===== config.mk =====
export PLATFORM = sky130hd
export DESIGN_NAME = cvp_div_stage
export DESIGN_NICKNAME = d
export VERILOG_FILES = /design/src/rtl/cvp_pkg.sv /design/src/rtl/cvp_div_stage.sv
export SDC_FILE = /design/constraint.sdc
export NUM_CORES = 1
export LEC_CHECK = 0
export BUFFER_PORTS_ARGS = -buffer_cell sky130_fd_sc_hd__buf_2
export CORE_AREA = 2 2 192 194
export DETAILED_ROUTE_END_ITERATION = 6
export DIE_AREA = 0 0 194 196
export GPL_TIMING_DRIVEN = 0
export PLACE_DENSITY = 0.68
export SKIP_CTS_REPAIR_TIMING = 1
export SYNTH_ARGS = -nofsm -noshare
export SYNTH_HDL_FRONTEND = slang
export SYNTH_SLANG_ARGS = --single-unit

===== constraint.sdc =====
create_clock -name aclk -period 3.25 [get_ports aclk]
set_input_delay 0.325 -clock aclk [delete_from_list [all_inputs] [get_ports aclk]]
set_output_delay 0.325 -clock aclk [all_outputs]
set_load 0.1 [all_outputs]

===== src/rtl/cvp_pkg.sv =====
// ----------------------------------------------------------------------------
// cvp_pkg
// Types and constants for the camera vertex projection pipeline.
// ----------------------------------------------------------------------------
`timescale 1ns / 1ps

package cvp_pkg;

    localparam int QBITS    = 18;     // quotient bits before clamping
    localparam int NEAR_Q16 = 6554;   // 0.1 in Q16.16
    localparam int REM_W    = 64;
    localparam int DEN_W    = 46;

    typedef enum logic [2:0] {
        REG_CAM_X    = 3'd0,
        REG_CAM_Y    = 3'd1,
        REG_CAM_Z    = 3'd2,
        REG_COS_YAW  = 3'd3,
        REG_SIN_YAW  = 3'd4,
        REG_COS_TILT = 3'd5,
        REG_SIN_TILT = 3'd6,
        REG_FOCAL    = 3'd7
    } cvp_reg_t;

    typedef struct packed {
        logic               front;
        logic               neg_c;
        logic               neg_r;
        logic               sat_c;
        logic               sat_r;
        logic signed [31:0] depth;
    } cvp_side_t;

    typedef struct packed {
        logic [REM_W-1:0] rem_c;
        logic [REM_W-1:0] rem_r;
        logic [DEN_W-1:0] den;
        logic [QBITS-1:0] q_c;
        logic [QBITS-1:0] q_r;
    } cvp_div_t;

    // divide by 2^14, round half away from zero
    function automatic logic signed [40:0] rnd14(input logic signed [53:0] v);
        logic [53:0] mag;
        logic [53:0] m;
        begin
            mag = v[53] ? 54'(-v) : 54'(v);
            m   = (mag + 54'd8192) >> 14;
            rnd14 = v[53] ? -$signed(41'(m)) : $signed(41'(m));
        end
    endfunction

endpackage


===== src/rtl/cvp_div_stage.sv =====
// ----------------------------------------------------------------------------
// cvp_div_stage
// One restoring-division step for the column and row quotients.
// ----------------------------------------------------------------------------
`timescale 1ns / 1ps

module cvp_div_stage
    import cvp_pkg::*;
#(
    parameter int BIT = 0
) (
    input  logic      aclk,
    input  logic      aresetn,
    input  logic      en,
    input  logic      in_valid,
    input  cvp_div_t  in_div,
    input  cvp_side_t in_side,
    output logic      out_valid,
    output cvp_div_t  out_div,
    output cvp_side_t out_side
);

    logic      valid_reg;
    cvp_div_t  div_reg, div_next;
    cvp_side_t side_reg;
    logic [REM_W-1:0] trial;

    always_comb begin
        trial    = REM_W'(in_div.den) << BIT;
        div_next = in_div;
        if (in_div.rem_c >= trial) begin
            div_next.rem_c  = in_div.rem_c - trial;
            div_next.q_c[BIT] = 1'b1;
        end
        if (in_div.rem_r >= trial) begin
            div_next.rem_r  = in_div.rem_r - trial;
            div_next.q_r[BIT] = 1'b1;
        end
    end

    always_ff @(posedge aclk) begin
        if (!aresetn) begin
            valid_reg <= 1'b0;
        end else if (en) begin
            valid_reg <= in_valid;
        end
    end

    always_ff @(posedge aclk) begin
        if (en) begin
            div_reg  <= div_next;
            side_reg <= in_side;
        end
    end

    assign out_valid = valid_reg;
    assign out_div   = div_reg;
    assign out_side  = side_reg;

endmodule


Word level (Yosys, flattened, before mapping)
Index checks and enable logic that the tools add are counted.
{"block": "totals", "reg_bits": 248, "in_bits": 251, "out_inout_bits": 248, "elab_cells": 20}
{"block": "op_classes", "add_sub_neg": 2, "magnitude_cmp": 2, "n_mux": 2}
{"operator": "greater-or-equal comparator 64 x 46 -> 1 bit", "n": 2}
{"operator": "two-way mux 64 bit", "n": 2}
{"operator": "subtractor 64 x 46 -> 64 bit", "n": 2}

Logic depth before layout (Yosys ltp)
Gate-level depths: netlist (run 1).
{"block": "depth", "word_depth": 2, "ltp_mapped": 13}

Worst setup path after synthesis (run 1)
OpenSTA, ideal clock, no wires.
{"block": "synth_path", "path_type": "input -> register", "start": "input port in_div[146] in the netlist's numbering", "end": "register div_reg, in the netlist out_div[199], data pin", "arrival_time_ps": 2679, "slack_ps": 313, "path_stages": 13, "cell_sequence": "inv_1 ha_1 fa_1 nand2b_1 a211oi_1 o31ai_1 a31oi_1 o31ai_2 o21ai_4 and2_1 buf_4 nand3_1 xnor2_1"}
{"element": "start: declaration", "line": "cvp_div_stage.sv:16", "rtl": "input cvp_div_t in_div,"}
{"element": "end signal: assignment", "line": "cvp_div_stage.sv:51", "rtl": "div_reg <= div_next;"}
{"element": "end: declaration", "line": "cvp_div_stage.sv:24", "rtl": "cvp_div_t div_reg, div_next;"}

==> flow_summary.toml, run 1 <==
[status]
outcome = "finished, final reports clean"

[global_routing]
grt_pass1_wl_mm = 78.9
antenna_found_initial = 7
grt_start_max_net_pins = 125
grt_use_total_pct = 26.9
overflow = 0
grt_pass1_vias = 13300

[layout]
post_layout_nonfiller_instances = 2617
fillCellCount = 3195
fin_nets = 2467
final_cell_mix = "buf_2 (506), edfxtp_1 (247), a21oi_1 (181)"
final_common_cell = "buf_2"
area_delta_synth_final_pct = 36.0
drive_above_1_share_pct = 28.6

[clock_tree]
clkTransAtPathRegs_ns = 0.06
worstSkewPairLatency_ns = 0.56
root_buffer = "clkbuf_16"
cts_made_buffers = 29
clock_path_buffers = 3
cts_tree = "built"
htreeDepth = 1
cts_num_sinks = 248

[die]
core_um2 = 36100
die_h_um = 196
die-area_um2 = 38000
ios = 499
rows = 70
start_util_pct = 41.9
die_w_um = 194

[worst_setup_path]
crit_chain = "buf_2 > ha_1 > fa_1 > nand2b_1 > a211oi_2 > o31ai_1 > a31oi_2 > o31ai_4 > o21ai_4 > clkbuf_4 > buf_2 > a21oi_1"
crit_required_ns = 3.52
setup.worst_path.class = "input port to flip-flop"
setup.worst_path.end_class = "flip-flop"
critical-path-top-delay-family = "compound AO/OA/AOI/OAI gates"
crit_buf_inv = 3
crit_fanout = 10
crit_path_start_kind = "input port"
crit_top_cell = "buf_2"
cp_slowest_cell = "fa_1"
max_stage_delay_ns = 0.40
cp.arrival_ns = 3.42

[timing]
final-max-slew-violation-count = 0
fin_crit_sh_pct = 97.1
fin_crit_ns = 3.16
setup_ws_ns = 0.0944
rsz0062_at_grt = "no"
maxSlewHeadroom_pct = 48.6
fin_skew_ns = 0
setup_viol = 0
fmax_mhz = 317
worstMarginPinSlew_ns = 0.764
hold_slack_ns = 0.0152
hold_violations = 0
fin_setup_tns_ns = 0

[route]
wl_per_cell_um = 21.3
vias = 14200
route.detailed.drc = 0
drtPass1Iterations = 5
first_iter_violations = 1034
viasPerCell = 5.44
ant_nets = 0
finalWirelength_mm = 55.8

[place]
dp_hpwl_mm = 43.1
place.gp.congestion = 0.945
io_buffers = 496
placedCellCount = 2438
dp_slack_ns = -1.02

[yosys]
yosysWarnings = 0
synth.cell_area_um2 = 15100
synth.net_count = 1817
yosysSeqAreaShare_pct = 49.2
synth_top_flop_cell = "edfxtp_1"
syn_area_per_cell_um2 = 10.3
syn_inst = 1472
synth_edf_count = 247
ys_types = 76
ys_ff_latch = 248
async_flop_share_pct = 0

[power_and_ir_drop]
ir_worst_vdd_uv = 719
p_leak_nw = 8.79
power_density_nw_per_um2 = 604

[job]
maxCapViolCount = 0

[min_path]
hold_path_class = "input port to flip-flop"
-- through the flow --
stage               area, µm²  util (%)  total power, mW
detailed placement      18200      50.6             8.86
floorplan               15100         -             7.86
CTS                     19200      53.3             12.3
finish                  20500      56.9             12.4
global route            20500      56.9             12.8
global placement        18200      50.4             8.86
-- cells in the mapped netlist, types with 3 or more instances --
master | n | area, µm²
mux2i_1 | 4 | 40.0
o21a_1 | 14 | 105
nand2b_1 | 14 | 87.6
or3_1 | 13 | 81.3
a21boi_0 | 6 | 45.0
a31oi_1 | 15 | 93.8
inv_1 | 77 | 289
a2111oi_0 | 4 | 35.0
or2_2 | 5 | 31.3
nand3b_1 | 4 | 30.0
edfxtp_1 | 247 | 7420
buf_2 | 13 | 65.1
nor3_1 | 24 | 120
nor2_1 | 153 | 574
a211oi_1 | 12 | 90.1
nand4_1 | 32 | 200
nand3_1 | 29 | 145
a21o_1 | 39 | 293
o21ai_0 | 72 | 360
mux2_2 | 10 | 113
ha_1 | 92 | 1150
nand4b_1 | 7 | 61.3
o2111ai_1 | 3 | 26.3
nor4_1 | 11 | 68.8
o21ai_1 | 4 | 20.0
clkbuf_1 | 32 | 120
or4_1 | 3 | 22.5
and3_1 | 7 | 43.8
a21oi_1 | 182 | 911
nand2_1 | 109 | 409
o31ai_1 | 10 | 75.1
and2_1 | 10 | 62.6
o211ai_1 | 13 | 97.6
o31a_1 | 4 | 35.0
o311ai_0 | 3 | 26.3
nor2b_1 | 11 | 68.8
xnor2_1 | 77 | 674
o21bai_1 | 21 | 158
xor2_1 | 37 | 324
and4_1 | 3 | 26.3
-- metal layers --
layer	vias up	global-route usage (%)	share of wire, %	routed length (µm)
li1	6803	-	-	-
met2	604	47.0	49	27500
met4	4	6.90	2.7	1500
met1	6748	34.7	41	22800
met3	87	4.47	7.0	3930
met5	-	0	0.047	26
-- cell type report --
cell class / instances / area [µm²] / area share, %
Sequential cell: 248 / 7440 / 36.2
Multi-Input combinational cell: 1098 / 7230 / 35.2
Timing Repair Buffer: 619 / 3760 / 18.3
Clock buffer: 29 / 726 / 3.53
Tap cell: 468 / 586 / 2.85
Inverter: 78 / 293 / 1.43
Clock inverter: 25 / 279 / 1.36
Buffer: 48 / 221 / 1.08
Antenna cell: 4 / 10.0 / 0.0487
-- kinds of logic (layout without fill, tap and decap cells) --
group,Yosys count,after routing,share of synthesized area (%)
DFF,248,248,49.2
adders and majority gates,94,94,7.88
AOI/OAI and AO/OA,433,433,17.9
and+or+nand+nor,443,443,14.1
other,0,4,0
xor gates and xnor gates,114,114,6.61
muxes,14,14,1.01
buffers and inverters,126,799,3.32
-- path summary, 6_finish.rpt --
kind                     startpoint                        to  slack, ns  cells past startpoint
max                      in_div[36]    out_div[177]$_DFFE_PP_       0.09                     12
min                       in_div[0]  out_div[0]$_SDFFCE_PP1P_       0.02                      2
max reg2reg  out_valid$_SDFFE_PN0P_    out_valid$_SDFFE_PN0P_       2.65                      2
min reg2reg  out_valid$_SDFFE_PN0P_    out_valid$_SDFFE_PN0P_       0.52                      2
-- power breakdown --
group,switching (mW),internal [mW]
clock,1.40,2.04
sequential,0.108,3.97
combinational,3.86,1.03
-- registers in the layout (all words and copies together), names as in the netlist --
signal	count
out_div	210
out_valid	1
out_side	37
Power figures use the tool's default switching activity.
==> inputs of run 2 (changes only) <==
--- a/config.mk
+++ b/config.mk
@@ -5,12 +5,12 @@
 export SDC_FILE = /design/constraint.sdc
 export NUM_CORES = 1
 export LEC_CHECK = 0
+export ABC_AREA = 1
 export BUFFER_PORTS_ARGS = -buffer_cell sky130_fd_sc_hd__buf_2
-export CORE_AREA = 2 2 192 194
+export CORE_UTILIZATION = 45
 export DETAILED_ROUTE_END_ITERATION = 6
-export DIE_AREA = 0 0 194 196
 export GPL_TIMING_DRIVEN = 0
-export PLACE_DENSITY = 0.68
+export PLACE_DENSITY = 0.7
 export SKIP_CTS_REPAIR_TIMING = 1
 export SYNTH_ARGS = -nofsm -noshare
 export SYNTH_HDL_FRONTEND = slang
==> run 2 against run 1 <==
Clock power shrank 5%. Count of clock-buffer cells in the layout shrank 1. Sequential cell count is the same. Global-route usage grew 6.8 points. Die area grew 15%. Core utilization grew 1.6 points. Synthesized area grew 28%. Sequential share of layout area shrank 6.1 points. Sequential power is essentially flat. Non-clock buffer count shrank 31. Synthesized cell count grew 99%.
==> flow_summary.toml, run 2 <==
[status]
outcome = "finished, final reports clean"

[layout]
final_cell_mix = "nand2_1 (1228), inv_1 (635), buf_2 (511)"
design_area_um2 = 24700
drive_above_1_share_pct = 17.3
fin_nets = 3913
area_delta_synth_final_pct = 27.6
post-route-util_pct = 58.5
final_common_cell = "nand2_1"
largest_reg_flops = 210

[global_routing]
grt_use_total_pct = 33.7
grt_pass1_wl_mm = 110
grt_pass1_vias = 18700
overflow = 0
grt_start_max_net_pins = 126
antenna_found_initial = 15

[route]
route.detailed.drc = 0
first_iter_violations = 1499
ant_nets = 0
viasPerCell = 4.96
wl_per_cell_um = 18.9
drtPass1Iterations = 5
vias = 20500
finalWirelength_mm = 78.2

[timing]
fmax_mhz = 323
maxSlewHeadroom_pct = 49.6
fin_crit_ns = 3.09
hold_slack_ns = 0.0152
final-max-slew-violation-count = 0
fin_setup_tns_ns = 0
hold_violations = 0
fin_crit_sh_pct = 95.2
fin_skew_ns = 0
setup_viol = 0
rsz0062_at_grt = "no"
worstMarginPinSlew_ns = 0.755

[worst_setup_path]
crit_chain = "dlygate4sd3_1 > buf_2 > ha_1 > fa_1 > inv_1 > nand3_1 > nand2_2 > nand2_1 > nand2_1 > nand2_1 > nand2_2 > nand2_2 > nand3_2 > nor2_4 > buf_2 > o21ai_1"
crit_start = "in_div[36]"
crit_required_ns = 3.55
reg2reg_to = "out_valid$_SDFFE_PN0P_"
r2r_slack_ns = 2.55
setup.worst_path.class = "input port to flip-flop"
endpoint = "out_div[106]$_DFFE_PP_"
max_stage_delay_ns = 0.53
crit_fanout = 10
cp_slowest_cell = "dlygate4sd3_1"
critical-path-top-delay-family = "buffers and inverters"
setup.worst_path.end_class = "flip-flop"
rr_worst_depth = 2
crit_buf_inv = 4
worst-path-stages = 16
crit_path_start_kind = "input port"
r2r_start = "out_valid$_SDFFE_PN0P_"
cp.arrival_ns = 3.40

[power_and_ir_drop]
p_leak_nw = 13.4
ir_worst_vdd_uv = 382
power_density_nw_per_um2 = 511

[place]
place.gp.congestion = 1.01
dpl_cell_area_um2 = 22600
io_buffers = 498
dp_hpwl_mm = 64.3

[yosys]
yosysSeqAreaShare_pct = 38.4
yosysTopAreaCellShare_pct = 38.3
synth-xor-area-share_pct = 2.53
yosysWarnings = 0
syn_area_per_cell_um2 = 6.62
synth_top_flop_cell = "edfxtp_1"
syn_inst = 2925
async_flop_share_pct = 0
yosysMostFrequentCell = "nand2_1"
synth_top_family_by_area = "simple AND/OR/NAND/NOR gates"
synthAdderAreaFrac_pct = 6.15
yosys-top-cells-area = "edfxtp_1 (38%), nand2_1 (24%), inv_1 (12%), ha_1 (5.9%), nor2_1 (4.5%)"
ys_types = 32
synth.cell_area_um2 = 19400
synth_edf_count = 247
synthTopCellsByCount = "nand2_1 (1228), inv_1 (635), edfxtp_1 (247)"
synth.mux.area_fraction_pct = 0
synth_area_leader_cell = "edfxtp_1"
synth_compound_area_share_pct = 4.08
synth-simple-area-share_pct = 35.3
synth.net_count = 3270
ys_ff_latch = 248

[clock_tree]
cts_num_sinks = 248
clkTransAtPathRegs_ns = 0.06
clock_path_buffers = 3
cts_tree = "built"
root_buffer = "clkbuf_16"
htreeDepth = 1
cts_made_buffers = 27
worstSkewPairLatency_ns = 0.56

[die]
core_um2 = 42200
die_h_um = 209
ios = 499
start_util_pct = 45.9
rows = 75
die_w_um = 209
die-area_um2 = 43900

[job]
maxCapViolCount = 0

[min_path]
hold_path_class = "input port to flip-flop"
run 2: cell types whose count changed after synthesis, sizes merged, moves of 15 or more:
cell,before,now
xnor2,77,48
nand3b,4,26
nor2,153,244
a21o,39,0
o21bai,21,2
inv,78,657
xor2,37,8
nand2,110,1236
nand3,29,126
a31oi,15,0
clkbuf,33,0
a21oi,182,75
run 2: worst min path at each step:
stage | start | end | slack [ns] | depth (start not counted)
2_1_floorplan | en | out_valid$_SDFFE_PN0P_ | 0.42 | 1
3_3_place_gp | in_side[6] | out_side[6]$_DFFE_PP_ | 0.50 | 1
3_5_place_dp | in_side[22] | out_side[22]$_DFFE_PP_ | 0.50 | 1
4_1_cts | in_div[77] | out_div[77]$_DFFE_PP_ | -0.10 | 1
5_1_grt | in_div[0] | out_div[0]$_SDFFCE_PP1P_ | 0.007 | 2
6_report | in_div[0] | out_div[0]$_SDFFCE_PP1P_ | 0.02 | 2
run 2: routing by layer:
layer / up-vias / track usage, % / part of all wire [%]
met5: - / 0 / 0.070
met4: 8 / 12.9 / 4.5
met1: 9271 / 41.1 / 39
li1: 10200 / - / -
met3: 167 / 5.90 / 7.6
met2: 832 / 59.1 / 48
run 2: per-stage QoR:
stage / total power [mW] / worst slack [ns] / std cells
CTS: 12.5 / 0.833 / 4013
finish: 12.6 / 0.158 / 4137
global route: 13.1 / 0.0821 / 4134
detailed placement: 9.22 / 0.221 / 3964
global placement: 9.22 / -1.76 / 3962
floorplan: 8.01 / 0.940 / 2925
run 2: report_power, final:
part	switching (mW)	internal [mW]	total [mW]	leakage, nW
Combinational	4.24	1.05	5.29	10.5
Sequential	0.0974	3.96	4.05	2.43
Clock	1.35	1.93	3.28	0.453
run 2: cell families (layout without fill, tap and decap cells):
group,Yosys count,after routing
and+or+nand+nor,1694,1694
AOI/OAI and AO/OA,151,151
buffers and inverters,682,1345
adders and majority gates,94,94
other,0,10
xor gates and xnor gates,56,56
DFF,248,248
run 2: cell type report:
class	count	area, µm²
repair buffers	614	3700
multi-input cells	1995	9300
flip-flops and latches	248	7440
plain buffers	22	149
clock buffers	28	679
well taps	539	674
diodes	10	25.0
inverters	660	2480
fillers	4167	17500
clock inverters	21	258
==> inputs of run 3 (changes only) <==
--- a/config.mk
+++ b/config.mk
@@ -7,10 +7,11 @@
 export LEC_CHECK = 0
 export ABC_AREA = 1
 export BUFFER_PORTS_ARGS = -buffer_cell sky130_fd_sc_hd__buf_2
-export CORE_UTILIZATION = 45
+export CORE_MARGIN = 2
+export CORE_UTILIZATION = 50
 export DETAILED_ROUTE_END_ITERATION = 6
 export GPL_TIMING_DRIVEN = 0
-export PLACE_DENSITY = 0.7
+export PLACE_DENSITY = 0.76
 export SKIP_CTS_REPAIR_TIMING = 1
 export SYNTH_ARGS = -nofsm -noshare
 export SYNTH_HDL_FRONTEND = slang
==> run 3 against run 2 <==
The flow now finishes with violations (hold timing). Setup slack worse by 0.10 ns. Core utilization is 5.6 points higher. Count of clock-buffer cells in the layout is 9 higher. Die area is 8.1% lower. First-iteration DRC count is 22% higher. Power is 0.38% lower. Sequential cell count stayed put. Global-route usage is 4.0 points higher. Final area is 0.25% lower. Clock power is 3% lower. Sequential power hardly changed. Critical path type unchanged. Largest cell class unchanged.
==> flow_summary.toml, run 3 (synthesis gave the netlist of run 2 again) <==
[status]
outcome = "finished, violations left"
violations = "hold timing"

[global_routing]
grt_pass1_vias = 19200
grt_use_total_pct = 37.7
antenna_found_initial = 13
overflow = 0
grt_pass1_wl_mm = 113
grt_start_max_net_pins = 113

[worst_setup_path]
crit_path_start_kind = "input port"
crit_top_cell = "nand2_1"
crit_buf_inv = 4
crit_chain = "dlygate4sd3_1 > buf_2 > inv_1 > ha_1 > a21oi_1 > nand2_1 > nand2_1 > nand2_1 > a21oi_2 > nand4_2 > buf_4 > nand3_1 > nand2_1"
r2r_start = "out_valid$_SDFFE_PN0P_"
max_stage_delay_ns = 0.54
setup.worst_path.end_class = "flip-flop"
cp.arrival_ns = 3.53
setup.worst_path.class = "input port to flip-flop"
critical-path-top-delay-family = "buffers and inverters"
worst-path-stages = 13
rr_worst_depth = 2
cp_slowest_cell = "dlygate4sd3_1"
r2r_slack_ns = 2.57
crit_required_ns = 3.58
crit_fanout = 10
reg2reg_to = "out_valid$_SDFFE_PN0P_"

[timing]
hold_slack_ns = -0.00727
fin_crit_sh_pct = 98.4
hold_violations = 2
fin_setup_tns_ns = 0
setup_ws_ns = 0.0532
setup_viol = 0
fin_crit_ns = 3.20
fin_skew_ns = 0
worstMarginPinSlew_ns = 0.620
final-max-slew-violation-count = 0
fmax_mhz = 313
maxSlewHeadroom_pct = 58.6

[min_path]
min_from = "in_valid"
whs_endpoint = "out_valid$_SDFFE_PN0P_"
hold_path_class = "input port to flip-flop"
whs_path_depth = 3

[route]
finalWirelength_mm = 81.2
first_iter_violations = 1828
route.detailed.drc = 0
drtPass1Iterations = 6
wl_per_cell_um = 19.7
ant_nets = 0
viasPerCell = 5.08
vias = 20900

[clock_tree]
root_buffer = "clkbuf_16"
worstSkewPairLatency_ns = 0.58
cts_tree = "built"
clock_path_buffers = 3
clkTransAtPathRegs_ns = 0.06
htreeDepth = 1
cts_made_buffers = 28
cts_num_sinks = 248

[die]
ios = 499
die_h_um = 201
rows = 72
core_um2 = 38500
die-area_um2 = 40300
die_w_um = 201
start_util_pct = 50.3

[power_and_ir_drop]
p_int_mw = 6.79
p_total_mw = 12.6
seqPwrFrac_pct = 32.3
power.share.clock_pct = 25.3
pwr-share-comb_pct = 42.3
ir_worst_vdd_uv = 409
netSwitchingPower_mw = 5.79
p_sw_share_pct = 46.0
power_density_nw_per_um2 = 510
p_leak_nw = 13.4

[layout]
fin_nets = 3914
drive_above_1_share_pct = 17.3
largest_reg_flops = 210
final_common_cell = "nand2_1"
area_delta_synth_final_pct = 27.2
final_cell_mix = "nand2_1 (1228), inv_1 (635), buf_2 (511)"
post_layout_nonfiller_instances = 4118
design_area_um2 = 24600
post-route-util_pct = 64.0

[place]
place.gp.congestion = 1.01
placedCellCount = 3943
dpl_cell_area_um2 = 22600
dp_slack_ns = 0.120
dp_hpwl_mm = 66.3
io_buffers = 498

[job]
maxCapViolCount = 0
run 3: changes by cell type in the layout (fill, tap and decap cells not counted):
| cell | delta |
|---|---|
| bufinv_16 | -4 |
| clkbuf_8 | +5 |
| inv_6 | +1 |
| clkinv_2 | +2 |
| clkinv_8 | +1 |
| clkinv_4 | -2 |
| clkinv_1 | -2 |
| clkinvlp_4 | -1 |
| clkbuf_1 | +3 |
| clkbuf_16 | +1 |
| diode_2 | -1 |
| inv_16 | -1 |
run 3: how the worst max path moves through the flow:
stage	start	end	slack, ns
after floorplan	in_div[82]	out_div[126]$_DFFE_PP_	0.94
after global placement	en	out_valid$_SDFFE_PN0P_	-1.72
after detailed placement	in_div[54]	out_div[181]$_DFFE_PP_	0.12
after CTS	in_div[54]	out_div[181]$_DFFE_PP_	0.71
after global routing	in_div[79]	out_div[108]$_DFFE_PP_	-0.02
final	in_div[79]	out_div[124]$_DFFE_PP_	0.05
run 3: power by group through the flow:
stage                     clock network [mW]  logic, mW  registers, mW
after global routing                    3.31       5.57           4.09
after global placement                     0       5.11           4.13
after floorplan                            0       1.40           6.62
final                                   3.18       5.32           4.07
after detailed placement                   0       5.13           4.12
after CTS                               3.16       5.14           4.06
run 3: cell type report:
type | instances | area [µm²]
clock buffers | 37 | 785
fillers | 3554 | 13800
well taps | 518 | 648
repair buffers | 614 | 3700
diodes | 9 | 22.5
flip-flops and latches | 248 | 7440
multi-input cells | 1995 | 9300
plain buffers | 22 | 149
inverters | 660 | 2480
clock inverters | 15 | 120
run 3: layer usage:
layer | GRT usage [%] | wire length (µm) | share of wire (%)
met5 | 0 | 46 | 0.057
met4 | 18.6 | 4700 | 5.8
met3 | 6.64 | 6730 | 8.3
met2 | 64.9 | 39000 | 48
met1 | 45.6 | 30700 | 38
run 3: worst reg2reg max path: cells and delay by family (launching register included):
family | cells | cell delay [ns]
DFF | 1 | 0.30
AOI/OAI and AO/OA | 2 | 0.25
